### src/sv/lifeg_pkg.sv
package lifeg_pkg;

   // Grid size
   localparam int GRID_COLS = 64;
   localparam int GRID_ROWS = 64;

   // Coordinate fields on the request side
   localparam int COORD_W   = 8;
   localparam int ROW_IDX_W = $clog2(GRID_ROWS);
   localparam int COL_CNT_W = $clog2(GRID_COLS);

   // Rule B3/S23 neighbor counts
   localparam logic [3:0] BIRTH_COUNT   = 4'd3;
   localparam logic [3:0] SURVIVE_COUNT = 4'd2;

   typedef logic [GRID_ROWS-1:0] column_type;

   typedef enum logic [1:0] {
      OP_WRITE  = 2'd0,
      OP_INVERT = 2'd1,
      OP_READ   = 2'd2,
      OP_STEP   = 2'd3
   } op_type;

   // Cell operation broadcast from the top level to every column cell
   typedef struct packed {
      logic                 valid;
      op_type               op;
      logic [COORD_W-1:0]   col_x;
      logic [ROW_IDX_W-1:0] row_idx;
      logic                 write_value;
   } cell_cmd_type;

   typedef enum logic [2:0] {
      ST_IDLE = 3'b001,
      ST_CELL = 3'b010,
      ST_STEP = 3'b100
   } state_type;

endpackage

### src/sv/lifeg_rule.sv
module lifeg_rule
   import lifeg_pkg::*;
(
   input  column_type left_col,
   input  column_type mid_col,
   input  column_type right_col,
   output column_type next_col
);

   logic [GRID_ROWS+1:0] left_ext, mid_ext, right_ext;

   // Pad with dead cells above and below the grid
   assign left_ext  = {1'b0, left_col, 1'b0};
   assign mid_ext   = {1'b0, mid_col, 1'b0};
   assign right_ext = {1'b0, right_col, 1'b0};

   // Count eight neighbors per row and apply B3/S23
   always_comb begin
      logic [3:0] count;
      next_col = '0;
      for (int y = 0; y < GRID_ROWS; y++) begin
         count = 4'(left_ext[y]) + 4'(left_ext[y+1]) + 4'(left_ext[y+2])
               + 4'(right_ext[y]) + 4'(right_ext[y+1]) + 4'(right_ext[y+2])
               + 4'(mid_ext[y]) + 4'(mid_ext[y+2]);
         if (mid_col[y]) begin
            next_col[y] = (count == SURVIVE_COUNT) || (count == BIRTH_COUNT);
         end else begin
            next_col[y] = (count == BIRTH_COUNT);
         end
      end
   end

endmodule

### config.mk
export PLATFORM = sky130hd
export DESIGN_NAME = lifeg_rule
export DESIGN_NICKNAME = d
export VERILOG_FILES = /design/src/sv/lifeg_pkg.sv /design/src/sv/lifeg_rule.sv
export SDC_FILE = /design/constraint.sdc
export NUM_CORES = 1
export LEC_CHECK = 0
export ABC_AREA = 1
export BUFFER_PORTS_ARGS = -buffer_cell sky130_fd_sc_hd__buf_2
export CAP_MARGIN = 20
export CORE_UTILIZATION = 50
export DETAILED_ROUTE_END_ITERATION = 8
export PLACE_DENSITY = 0.79
export REMOVE_ABC_BUFFERS = 1
export SLEW_MARGIN = 25
export SYNTH_ARGS = -nofsm -noshare
export SYNTH_HDL_FRONTEND = slang
export SYNTH_SLANG_ARGS = --single-unit
### constraint.sdc
create_clock -name vclk -period 12.4
set_input_delay 3.72 -clock vclk [all_inputs]
set_output_delay 3.72 -clock vclk [all_outputs]
set_load 0.01 [all_outputs]
* Word-level counts from Yosys, hierarchy flattened
Cells that the tools add are included.
Word-level totals: output and inout bits 64, register bits after elaboration 0, logic and storage cells 697
Cells by class: reduce and logical (&&, ||, !) cells 64, multiplexer cells 64, add/sub/neg operators 441, eq/ne operators 128
Operators by type and width (number):
- 4-bit by 1-bit adder with 4-bit output | 252
- 4-bit by 2-bit equality test with 1-bit output (second input constant) | 128
- 3-bit by 1-bit adder with 4-bit output | 63
- 2-bit by 1-bit adder with 3-bit output | 63
- 1-bit by 1-bit adder with 2-bit output | 63
- 1-bit logical OR | 64
- 1-bit two-way mux | 64

* Depth between registers and ports, before layout
depth in word-level cells 10, gate-level depth with buffers 11

* Least setup slack after synthesis
Ideal clock, no wire load.
kind input-to-output, start point in left_col[28], end point out next_col[29], cell stages on the path 9, path slack 2.482 ns, arrival time 6.198 ns, buffers on the path 0, cell sequence inv_1 > fa_1 > fa_1 > fa_1 > inv_1 > ha_1 > fa_1 > nand3_1 > a21oi_1
On the way: cells in the longest elaborated chain, start to end 10, elaborated cells on any way between the ends 11, those cells by class add/sub: 7; eq/ne: 2; mux: 1; reduce/logical: 1
Ends and longest elaborated chain:
- from (decl) | RTL line lifeg_rule.sv:4 | input column_type left_col,
- 1-bit by 1-bit adder with 2-bit output * | RTL line lifeg_rule.sv:22 | count = 4'(left_ext[y]) + 4'(left_ext[y+1]) + 4'(left_ext[y+2])
- 2-bit by 1-bit adder with 3-bit output * | RTL line lifeg_rule.sv:22
- 3-bit by 1-bit adder with 4-bit output * | RTL line lifeg_rule.sv:23 | + 4'(right_ext[y]) + 4'(right_ext[y+1]) + 4'(right_ext[y+2])
- 4-bit by 1-bit adder with 4-bit output * (2 in series) | RTL line lifeg_rule.sv:23
- 4-bit by 1-bit adder with 4-bit output * (2 in series) | RTL line lifeg_rule.sv:24 | + 4'(mid_ext[y]) + 4'(mid_ext[y+2]);
- 4-bit by 2-bit equality test with 1-bit output (on tied branches) | RTL line lifeg_rule.sv:26, lifeg_rule.sv:28
- 1-bit logical OR | RTL line lifeg_rule.sv:26 | next_col[y] = (count == SURVIVE_COUNT) || (count == BIRTH_COUNT);
- 1-bit two-way mux * | RTL line lifeg_rule.sv:25 | if (mid_col[y]) begin
- to (decl) | RTL line lifeg_rule.sv:7 | output column_type next_col
Every way passes the cells marked *; elsewhere a longest branch is shown, timed or not.

* Worst setup path after layout
start point in left_col[53], end point out next_col[54]
Same word-level chain as after synthesis.

==> impl_metrics.tcl <==
set metrics [dict create \
    cp.required_ns 8.68 \
    route.detailed.drc 0 \
    endpoint_kind "output port" \
    grt_antenna_before_repair 10 \
    postRouteAntennaNets 0 \
    crit_fanout 2 \
    critPathTopFamily "adder cells" \
    synthCells 1442 \
    gp_congestion 0.8647 \
    dp_hpwl_um 22750 \
    grt_usage 0.2125 \
    combPwrFrac 1.000 \
    yosysWarningCount 0 \
    ys_seq_area_frac 0 \
    min_to "next_col[0]" \
    critPathMaxStageDelay_ns 0.58 \
    clock_buffers 0 \
    worstMarginPinSlew_ns 0.2468 \
    whs_path_depth 4 \
    fin_crit_sh 0.8312 \
    min-delay-path-class "in -> out" \
    hold_violations 0 \
    status "finished, final reports clean" \
    register_area_um2 0 \
    rsz0062_at_grt "no" \
    io_buffers 256 \
    crit_chain "buf_2, inv_1, fa_1, fa_1, fa_1, inv_1, ha_1, fa_1, nand3_1, a21oi_1, buf_2" \
    design.core.area_mm2 0.02209 \
    start_util 0.5157 \
    cts.hold.buffers_added 0 \
    syn_area_mm2 0.01139 \
    timing.hold.ws_ns 7.811 \
    die_area_mm2 0.02340 \
    slowest_stage "fa_1" \
    wl_per_cell_um 11.69 \
    max-vdd-ir-drop_mv 0.04570 \
    grt_pass1_vias 9801 \
    grt_pass1_wl_um 41760 \
    seq_cells 0 \
    setup_tns_ns 0 \
    max-slew-margin-rel 0.8353 \
    drv_cap 0 \
    start_kind "primary input" \
    die_height_um 153.0 \
    fmax_mhz 97.02 \
    syn2layout_area_growth_pct 14.52 \
    first_iter_violations 365 \
    vias 9038 \
    p_leak_nw 8.149 \
    grt_max_degree 4 \
    rows 54 \
    final_nets 2332 \
    period_minus_slack_ns 10.31 \
    fin_util 0.5906 \
    dpl_cell_area_mm2 0.01303 \
    power.density_mw_per_mm2 86.07 \
    cpMostUsedCell "fa_1" \
    finalPower_mw 1.123 \
    p_int_uw 490.8 \
    min_from "mid_col[0]" \
    grt_overflow 0 \
    switchingPower_uw 632.2 \
    design_area_mm2 0.01305 \
    routed_wl_um 23230 \
    syn_area_per_cell_um2 7.901 \
    cts_resized 0 \
    ys_types 9 \
    critPathKind "in -> out" \
    first_pass_iters 6 \
    die_x_um 153.0 \
    cts_setup_buffers 0 \
    clkPwrFrac 0 \
    seqPwrFrac 0 \
    critical_path_buf_inv_count 4 \
    boundaryPins 256 \
    switching_share 0.5630 \
    maxSlewViolCount 0 \
    crit_arrival_ns 6.59 \
    drive_gt1_frac 0.1508 \
    setup_viol 0 \
    viasPerCell 4.549 \
]
[logic make-up after synthesis]
logic type / count (synthesis) / synth area share
AND/OR/NAND/NOR: 314 / 0.1171
buffers and inverters: 624 / 0.2056
adder cells (fa/ha/maj): 440 / 0.6492
AO/OA/AOI/OAI: 64 / 0.02811
[synthesized netlist by cell type]
master / count / share of area
or2_0: 1 / 0.00055
fa_1: 252 / 0.44
nand2_1: 185 / 0.061
nor2_1: 6 / 0.0020
a21oi_1: 62 / 0.027
inv_1: 624 / 0.21
o21ai_0: 2 / 0.00088
ha_1: 188 / 0.21
nand3_1: 122 / 0.054
[tightest hold or removal path, delay by kind of cell]
family | cells | cell delay (ns)
simple gates | 1 | 0.08
compound gates | 1 | 0.07
buf+inv | 2 | 0.23
[layout by cell type, fill, tap and decap left out, drive strengths merged]
cell type / instances
diode: 9
inv: 624
ha: 188
a21oi: 62
fa: 252
or2: 1
nand2: 185
o21ai: 2
nor2: 6
nand3: 122
buf: 256
[power by group through the flow]
stage | sequential, mW | combinational (mW) | clock (mW)
floorplan | 0 | 0.808 | 0
global placement | 0 | 1.07 | 0
detailed placement | 0 | 1.13 | 0
CTS | 0 | 1.14 | 0
global route | 0 | 1.33 | 0.0000000324
finish | 0 | 1.12 | 0.0000000972
[through the flow]
step	cells	setup WS, ns
floorplan	1442	2.482
global placement	1978	2.137
detailed placement	1978	2.106
CTS	1978	2.096
global route	1981	1.976
finish	1987	2.093
[layout make-up]
| type | count | area, µm² |
|---|---|---|
| Antenna cell | 9 | 22.52 |
| Fill cell | 1958 | 9046 |
| Inverter | 624 | 2342 |
| Multi-Input combinational cell | 818 | 9051 |
| Timing Repair Buffer | 256 | 1281 |
| Tap cell | 280 | 350.3 |
[how the worst max path moves through the flow]
stage | to | slack (ns) | from | cells past startpoint
after floorplan | next_col[29] | 2.48 | left_col[28] | 9
after global placement | next_col[16] | 2.14 | left_col[16] | 11
after detailed placement | next_col[23] | 2.11 | left_col[22] | 11
after CTS | next_col[23] | 2.10 | left_col[22] | 11
after global routing | next_col[54] | 1.98 | left_col[53] | 12
final | next_col[54] | 2.09 | left_col[53] | 11
[metal layers]
layer / part of all wire / vias to the layer above / GRT usage
met4: 0.011 / 4 / 0.01924
met3: 0.063 / 20 / 0.03487
met2: 0.51 / 211 / 0.4089
met1: 0.41 / 4190 / 0.2555
li1: - / 4613 / -
met5: 0.00099 / - / 0
No activity file was read; power rests on OpenSTA's default activity.
