`src/sv/lifeg_pkg.sv`:
```
package lifeg_pkg;

   // Grid size
   localparam int GRID_COLS = 64;
   localparam int GRID_ROWS = 64;

   // Coordinate fields on the request side
   localparam int COORD_W   = 8;
   localparam int ROW_IDX_W = $clog2(GRID_ROWS);
   localparam int COL_CNT_W = $clog2(GRID_COLS);

   // Rule B3/S23 neighbor counts
   localparam logic [3:0] BIRTH_COUNT   = 4'd3;
   localparam logic [3:0] SURVIVE_COUNT = 4'd2;

   typedef logic [GRID_ROWS-1:0] column_type;

   typedef enum logic [1:0] {
      OP_WRITE  = 2'd0,
      OP_INVERT = 2'd1,
      OP_READ   = 2'd2,
      OP_STEP   = 2'd3
   } op_type;

   // Cell operation broadcast from the top level to every column cell
   typedef struct packed {
      logic                 valid;
      op_type               op;
      logic [COORD_W-1:0]   col_x;
      logic [ROW_IDX_W-1:0] row_idx;
      logic                 write_value;
   } cell_cmd_type;

   typedef enum logic [2:0] {
      ST_IDLE = 3'b001,
      ST_CELL = 3'b010,
      ST_STEP = 3'b100
   } state_type;

endpackage

```
`src/sv/lifeg_cell.sv`:
```
module lifeg_cell
   import lifeg_pkg::*;
(
   input  logic               clock,
   input  logic               reset,
   input  logic [COORD_W-1:0] cell_id,
   input  cell_cmd_type       cmd,
   input  logic               shift_en,
   input  column_type         shift_in,
   output column_type         column,
   output logic               tap
);

   column_type col_ff, col_in;
   logic       tap_ff, tap_in;
   logic       hit;

   assign hit = cmd.valid && (cmd.col_x == cell_id);

   // Take the neighbor's column while shifting, else apply a cell operation
   always_comb begin
      col_in = col_ff;
      if (shift_en) begin
         col_in = shift_in;
      end else if (hit) begin
         case (cmd.op)
            OP_WRITE:  col_in[cmd.row_idx] = cmd.write_value;
            OP_INVERT: col_in[cmd.row_idx] = ~col_ff[cmd.row_idx];
            default:   col_in = col_ff;
         endcase
      end
   end

   // Present the addressed bit after the operation, zero when not addressed
   assign tap_in = hit ? col_in[cmd.row_idx] : 1'b0;

   always_ff @(posedge clock) begin
      if (reset) begin
         col_ff <= '0;
      end else begin
         col_ff <= col_in;
      end
   end

   always_ff @(posedge clock) begin
      if (cmd.valid || (cmd.op != OP_STEP)) begin
         tap_ff <= tap_in;
      end
   end

   assign column = col_ff;
   assign tap    = tap_ff;

endmodule

```
`config.mk`:
```
export PLATFORM = sky130hd
export DESIGN_NAME = lifeg_cell
export DESIGN_NICKNAME = d
export VERILOG_FILES = /design/src/sv/lifeg_pkg.sv /design/src/sv/lifeg_cell.sv
export SDC_FILE = /design/constraint.sdc
export NUM_CORES = 1
export LEC_CHECK = 0
export ABC_AREA = 1
export BUFFER_PORTS_ARGS = -buffer_cell sky130_fd_sc_hd__buf_4
export CELL_PAD_IN_SITES_DETAIL_PLACEMENT = 1
export CELL_PAD_IN_SITES_GLOBAL_PLACEMENT = 1
export CORE_MARGIN = 2
export CORE_UTILIZATION = 35
export CTS_CLUSTER_DIAMETER = 150
export CTS_CLUSTER_SIZE = 16
export DETAILED_ROUTE_END_ITERATION = 8
export PLACE_DENSITY = 0.76
export SYNTH_ARGS = -nofsm -noshare
export SYNTH_HDL_FRONTEND = slang
export SYNTH_SLANG_ARGS = --single-unit
```
`constraint.sdc`:
```
create_clock -name clock -period 2.79 [get_ports clock]
set_clock_uncertainty 0.15 [all_clocks]
set_input_delay 0.279 -clock clock [delete_from_list [all_inputs] [get_ports clock]]
set_output_delay 0.279 -clock clock [all_outputs]
set_load 0.03 [all_outputs]
```
Yosys cells after proc, flatten, opt, wreduce, memory -nomap -nowiden
Cells that the tools add are included.
{"block": "classes", "magnitude_cmp": 2, "n_eq_ne": 3, "mux": 11, "bitwise": 1, "reduce_logical": 4}
{"cell": "$bwmux 64", "n": 2}
{"cell": "$mux 64", "n": 2}
{"cell": "$pmux 64 s2", "n": 1}
{"cell": "$bmux 1 s6", "n": 2}
{"cell": "$eq 8x8->1", "n": 1}
{"cell": "$lt 6x7->1 const B", "n": 1}
{"cell": "$demux 1 s6", "n": 1}
{"cell": "$ge 6x1->1 const B", "n": 1}
{"cell": "$mux 1", "n": 3}
{"cell": "$eq 2x1->1 const B", "n": 1}
{"cell": "$logic_and 1x1->1", "n": 2}
{"cell": "$logic_not 2->1", "n": 1}
{"cell": "$ne 2x2->1 const B", "n": 1}
{"cell": "$logic_or 1x1->1", "n": 1}
{"cell": "$not 1->1", "n": 1}
{"block": "word_totals", "ff_bits": 65, "inputBits": 93, "output_inout_bits": 65}

Depth between registers and ports, before layout
{"block": "logic_depth", "word_depth": 10, "mapped_depth": 27, "depth_no_buf": 24}

Worst setup path after synthesis
Ideal clock, no wire load.
{"block": "synth_timing", "path_type": "input -> register", "startpoint": "input port cell_id[5]", "endpoint": "register tap_ff, in the netlist tap, data pin", "t_arrival_ps": 2059, "setup_slack_ps": 313, "cell_stages": 20, "path_buffers": 1, "path_cell_list": "inv_1 -> nand2_1 -> o21ai_0 -> nor2_1 -> nand3_1 -> nor2_2 -> nand2_1 -> inv_2 -> buf_2 -> o21ai_0 -> o21ai_1 -> nand2_1 -> nand2_1 -> nand2_1 -> nor2_1 -> nand2_1 -> nand2_1 -> nand2_1 -> nor2_1 -> a21oi_2"}
{"block": "synth_between", "elab_chain_len": 6}
{"element": "start: declaration", "line": "lifeg_cell.sv:6", "rtl": "input logic [COORD_W-1:0] cell_id,"}
{"element": "$eq 8x8->1 (*)", "line": "lifeg_cell.sv:18", "rtl": "assign hit = cmd.valid && (cmd.col_x == cell_id);"}
{"element": "$logic_and 1x1->1 (*)", "line": "lifeg_cell.sv:18"}
{"element": "$mux 64", "line": "lifeg_cell.sv:25", "rtl": "end else if (hit) begin"}
{"element": "$mux 64", "line": "lifeg_cell.sv:23", "rtl": "if (shift_en) begin"}
{"element": "$bmux 1 s6", "line": "lifeg_cell.sv:35", "rtl": "assign tap_in = hit ? col_in[cmd.row_idx] : 1'b0;"}
{"element": "$mux 1 (not written as such)", "line": "lifeg_cell.sv:35"}
{"element": "end signal: assignment", "line": "lifeg_cell.sv:47", "rtl": "tap_ff <= tap_in;"}
{"element": "end: declaration", "line": "lifeg_cell.sv:15", "rtl": "logic tap_ff, tap_in;"}
Every way passes the cells marked *; elsewhere a longest branch is shown, timed or not. The select of a mux whose other input is x is not followed.
A chain may end at the register's enable or synchronous reset.

Final worst setup path
{"block": "layout_timing", "startpoint": "register col_ff[6], in the netlist column[6]", "endpoint": "register tap_ff, in the netlist tap, data pin"}
{"block": "layout_between", "elab_chain_len": 9, "word_cells_on_any_way": 10, "cone_classes": "mux: 9; bitwise: 1"}
{"element": "start: declaration", "line": "lifeg_cell.sv:14", "rtl": "column_type col_ff, col_in;"}
{"element": "start signal: assignment", "line": "lifeg_cell.sv:41", "rtl": "col_ff <= col_in;"}
{"element": "$bmux 1 s6", "line": "lifeg_cell.sv:28", "rtl": "OP_INVERT: col_in[cmd.row_idx] = ~col_ff[cmd.row_idx];"}
{"element": "$mux 1 (not written as such)", "line": "lifeg_cell.sv:28"}
{"element": "$not 1->1", "line": "lifeg_cell.sv:28"}
{"element": "$bwmux 64", "line": "lifeg_cell.sv:28"}
{"element": "$pmux 64 s2", "line": "lifeg_cell.sv:26", "rtl": "case (cmd.op)"}
{"element": "$mux 64 (*)", "line": "lifeg_cell.sv:25"}
{"element": "$mux 64 (*)", "line": "lifeg_cell.sv:23"}
{"element": "$bmux 1 s6 (*)", "line": "lifeg_cell.sv:35"}
{"element": "$mux 1 (not written as such) (*)", "line": "lifeg_cell.sv:35"}
Marks and branches as above.

==> reports/metrics.cfg <==
[status]
status=complete, but fails checks
violations=negative setup slack

[finish]
final_stage_net_count=1792
drive_above_1_share_pct=33.6
final_common_cell=sky130_fd_sc_hd__nand2_1
fillers=2857
stdcell_count=1969
final_cell_mix=sky130_fd_sc_hd__nand2_1 (577), sky130_fd_sc_hd__buf_4 (364), sky130_fd_sc_hd__nor2_1 (234)
multi_input_comb_area_um2=5170
antenna-diode-count=0
post-route-cell-area_um2=10600
layout.core_utilization_pct=54.5
area_growth_pct=53.5
register_area_um2=1340

[drt]
routed-via-count=10800
drtPass1Iterations=5
drt-wirelength-per-cell_um=19.8
route.detailed.drc=0
postRouteAntennaNets=0
detail_route.iter0.violations=884
route.final.wire_length_mm=39.0
avgViaCountPerCell=5.50

[clock_tree]
cts_root_buf=sky130_fd_sc_hd__clkbuf_16
tritoncts=built
clock_latency_ns=0.35
number_of_sinks_driven_by_the_clock_tree=65
worst_setup_hold_path_clk_slew_ns=0.07
buffer_depth_of_the_longest_clock_path=2
cts-buffers-inserted=9
htreeDepth=3
postCtsHoldBufs=0

[setup_path]
critPathKind=reg -> reg
cpMostUsedCell=sky130_fd_sc_hd__nand2_1
critPathSlowestCell=sky130_fd_sc_hd__dfxtp_1
critPathArrivalTime_ns=2.82
start_kind=flop
setup.worst_path.end_class=flop
worstPathMaxFanout=7
cp.required_ns=2.75
slowest_delay_ns=0.40
path_cells=nand2_1 > nand2_1 > nand2_1 > nand2_1 > nand2_1 > nand2_1 > nand2_1 > nand2_1 > nor2_2 > nand2_4 > buf_12 > buf_6 > a21oi_2 > o21bai_2 > nand2_1 > nand2_1 > nand2_2 > nor2_1 > nand2_1 > nand2_1 > nand2_2 > nor2_2 > a21oi_2

[place]
detailed_place.area_um2=9850
io_buffers=157
routabilityCongestion=0.911
cells_after_dpl=1942
dp_hpwl_mm=27.0

[timing]
grt_setup_unrepaired=yes
final_max_slew_viol_count=0
worst_slew_pin_slew_ns=0.866
layout_setup_ws_ns=-0.0738
max_freq_ghz=0.349
hold_viol_final=0
hold-worst-slack_ns=0.0618
min_period_ns=2.86
finalSetupViolCount=1
post-route-period-util_pct=103
maxSlewHeadroom_pct=42.3

[global_route]
gr-usage-all-layers_pct=35.5
grt_antenna_before_repair=0
global_route_wire_length_before_repair_mm=56.8
grt_remaining_overflow=0
grt_start_max_net_pins=74
first_global_vias=10800

[die]
design.die.area_um2=20800
coreArea_um2=19400
ioPinCount=158
die_width_um=144
start_util_pct=35.5
fp.dieH_um=144
num_rows=51

[power_and_ir_drop]
post-layout-total-power_mw=3.87
vdd_ir_drop_max_uv=289
combinationalPowerShare_pct=39.7
power_leakage_nw=5.31
p_sw_share_pct=37.5
power.switching_mw=1.45
power_density_nw_per_um2=366
intPower_mw=2.42
seqPwrFrac_pct=27.2
p_clk_share_pct=33.1

[synth]
syn_area_per_cell_um2=5.02
synth_enable_flop_cells=1
post_synth_inst_count=1370
yosys_register_bits=65
synth_top_cells_by_area=sky130_fd_sc_hd__nand2_1 (34%), sky130_fd_sc_hd__dfxtp_1 (19%), sky130_fd_sc_hd__nor2_1 (13%)
dominantRegCellSynth=sky130_fd_sc_hd__dfxtp_1
ys_seq_area_share_pct=19.1
yosysUniqueCellTypes=32
synthDominantCellAreaShare_pct=33.9
synth_async_sr_flop_share_pct=0
synth.net_count=1463
synth-warning-count=0
synth_top_cell_by_area=sky130_fd_sc_hd__nand2_1
synth.cell_area_um2=6880

[worst_hold_path]
type_of_the_worst_min_delay_path=in -> reg

[flow_run]
maxCapViolations=0

-- routing by layer --
layer	vias up	wire (µm)	track usage, %
li1	4910	-	-
met5	-	0	0
met2	565	18000	60.8
met3	177	3150	4.57
met4	0	2340	19.5
met1	5173	15600	43.3
-- metrics by stage --
step,TNS [ns],worst slack [ns]
floorplan,0,0.313
global placement,-0.213,-0.213
detailed placement,-0.350,-0.350
CTS,0,0.00471
global route,-0.193,-0.193
finish,-0.0738,-0.0738
-- state kept, by name (all words and copies together), names as in the netlist --
signal  cells
column     64
tap         1
-- cell families after synthesis --
family / Yosys count / share of synthesized area, %
AOI/OAI and AO/OA: 142 / 11.3
xor gates and xnor gates: 3 / 0.382
buffers and inverters: 139 / 9.04
DFF: 65 / 19.1
and+or+nand+nor: 1021 / 60.2
-- power groups by stage --
stage	registers [mW]	logic, mW	clock network [mW]
after CTS	1.05	1.45	1.27
after floorplan	1.18	0.578	0
after detailed placement	1.07	1.38	0
after global routing	1.06	1.63	1.31
after global placement	1.07	1.34	0
final	1.05	1.54	1.28
-- critical path, delay by kind of cell, from the launching register on --
family	cells	cell delay, ns
simple gates	18	1.42
flops	1	0.40
compound gates	3	0.36
buf+inv	2	0.29
-- layout make-up --
class | instances | share of cell area, %
clock buffers | 14 | 2.59
well taps | 265 | 3.14
flip-flops and latches | 65 | 12.7
multi-input cells | 1166 | 49.0
inverters | 72 | 2.56
repair buffers | 385 | 29.7
clock inverters | 2 | 0.332
-- cell usage after synthesis (2+ instances only) --
cell type / instances
sky130_fd_sc_hd__inv_2: 12
sky130_fd_sc_hd__or2_2: 53
sky130_fd_sc_hd__dfxtp_1: 64
sky130_fd_sc_hd__clkinv_1: 6
sky130_fd_sc_hd__nand3_1: 69
sky130_fd_sc_hd__inv_1: 54
sky130_fd_sc_hd__nand2_1: 622
sky130_fd_sc_hd__a31o_2: 3
sky130_fd_sc_hd__buf_4: 3
sky130_fd_sc_hd__o21ai_1: 15
sky130_fd_sc_hd__o21ai_0: 7
sky130_fd_sc_hd__xnor2_1: 2
sky130_fd_sc_hd__nor2_4: 5
sky130_fd_sc_hd__a211o_1: 9
sky130_fd_sc_hd__clkbuf_1: 37
sky130_fd_sc_hd__buf_6: 10
sky130_fd_sc_hd__nor2_2: 8
sky130_fd_sc_hd__nor3_1: 14
sky130_fd_sc_hd__o21bai_1: 4
sky130_fd_sc_hd__a21oi_1: 100
sky130_fd_sc_hd__buf_1: 6
sky130_fd_sc_hd__or2_0: 2
sky130_fd_sc_hd__nor2_1: 246
sky130_fd_sc_hd__buf_2: 11
-- worst paths after layout --
path                from    endpoint  slack [ns]  cells after the start
max            column[6]         tap       -0.07                     23
min          shift_in[1]   column[1]        0.06                      3
max reg2reg    column[6]         tap       -0.07                     23
min reg2reg   column[39]  column[39]        0.58                      4
-- what timing repair did --
item / in CTS / in global routing
setup buffers: 4 / 5
gates cloned: 2 / 1
resized for setup: 20 / 81
pin swaps: 9 / 38
setup endpoints to repair: 1 / 1
No activity file was read; power rests on OpenSTA's default activity.
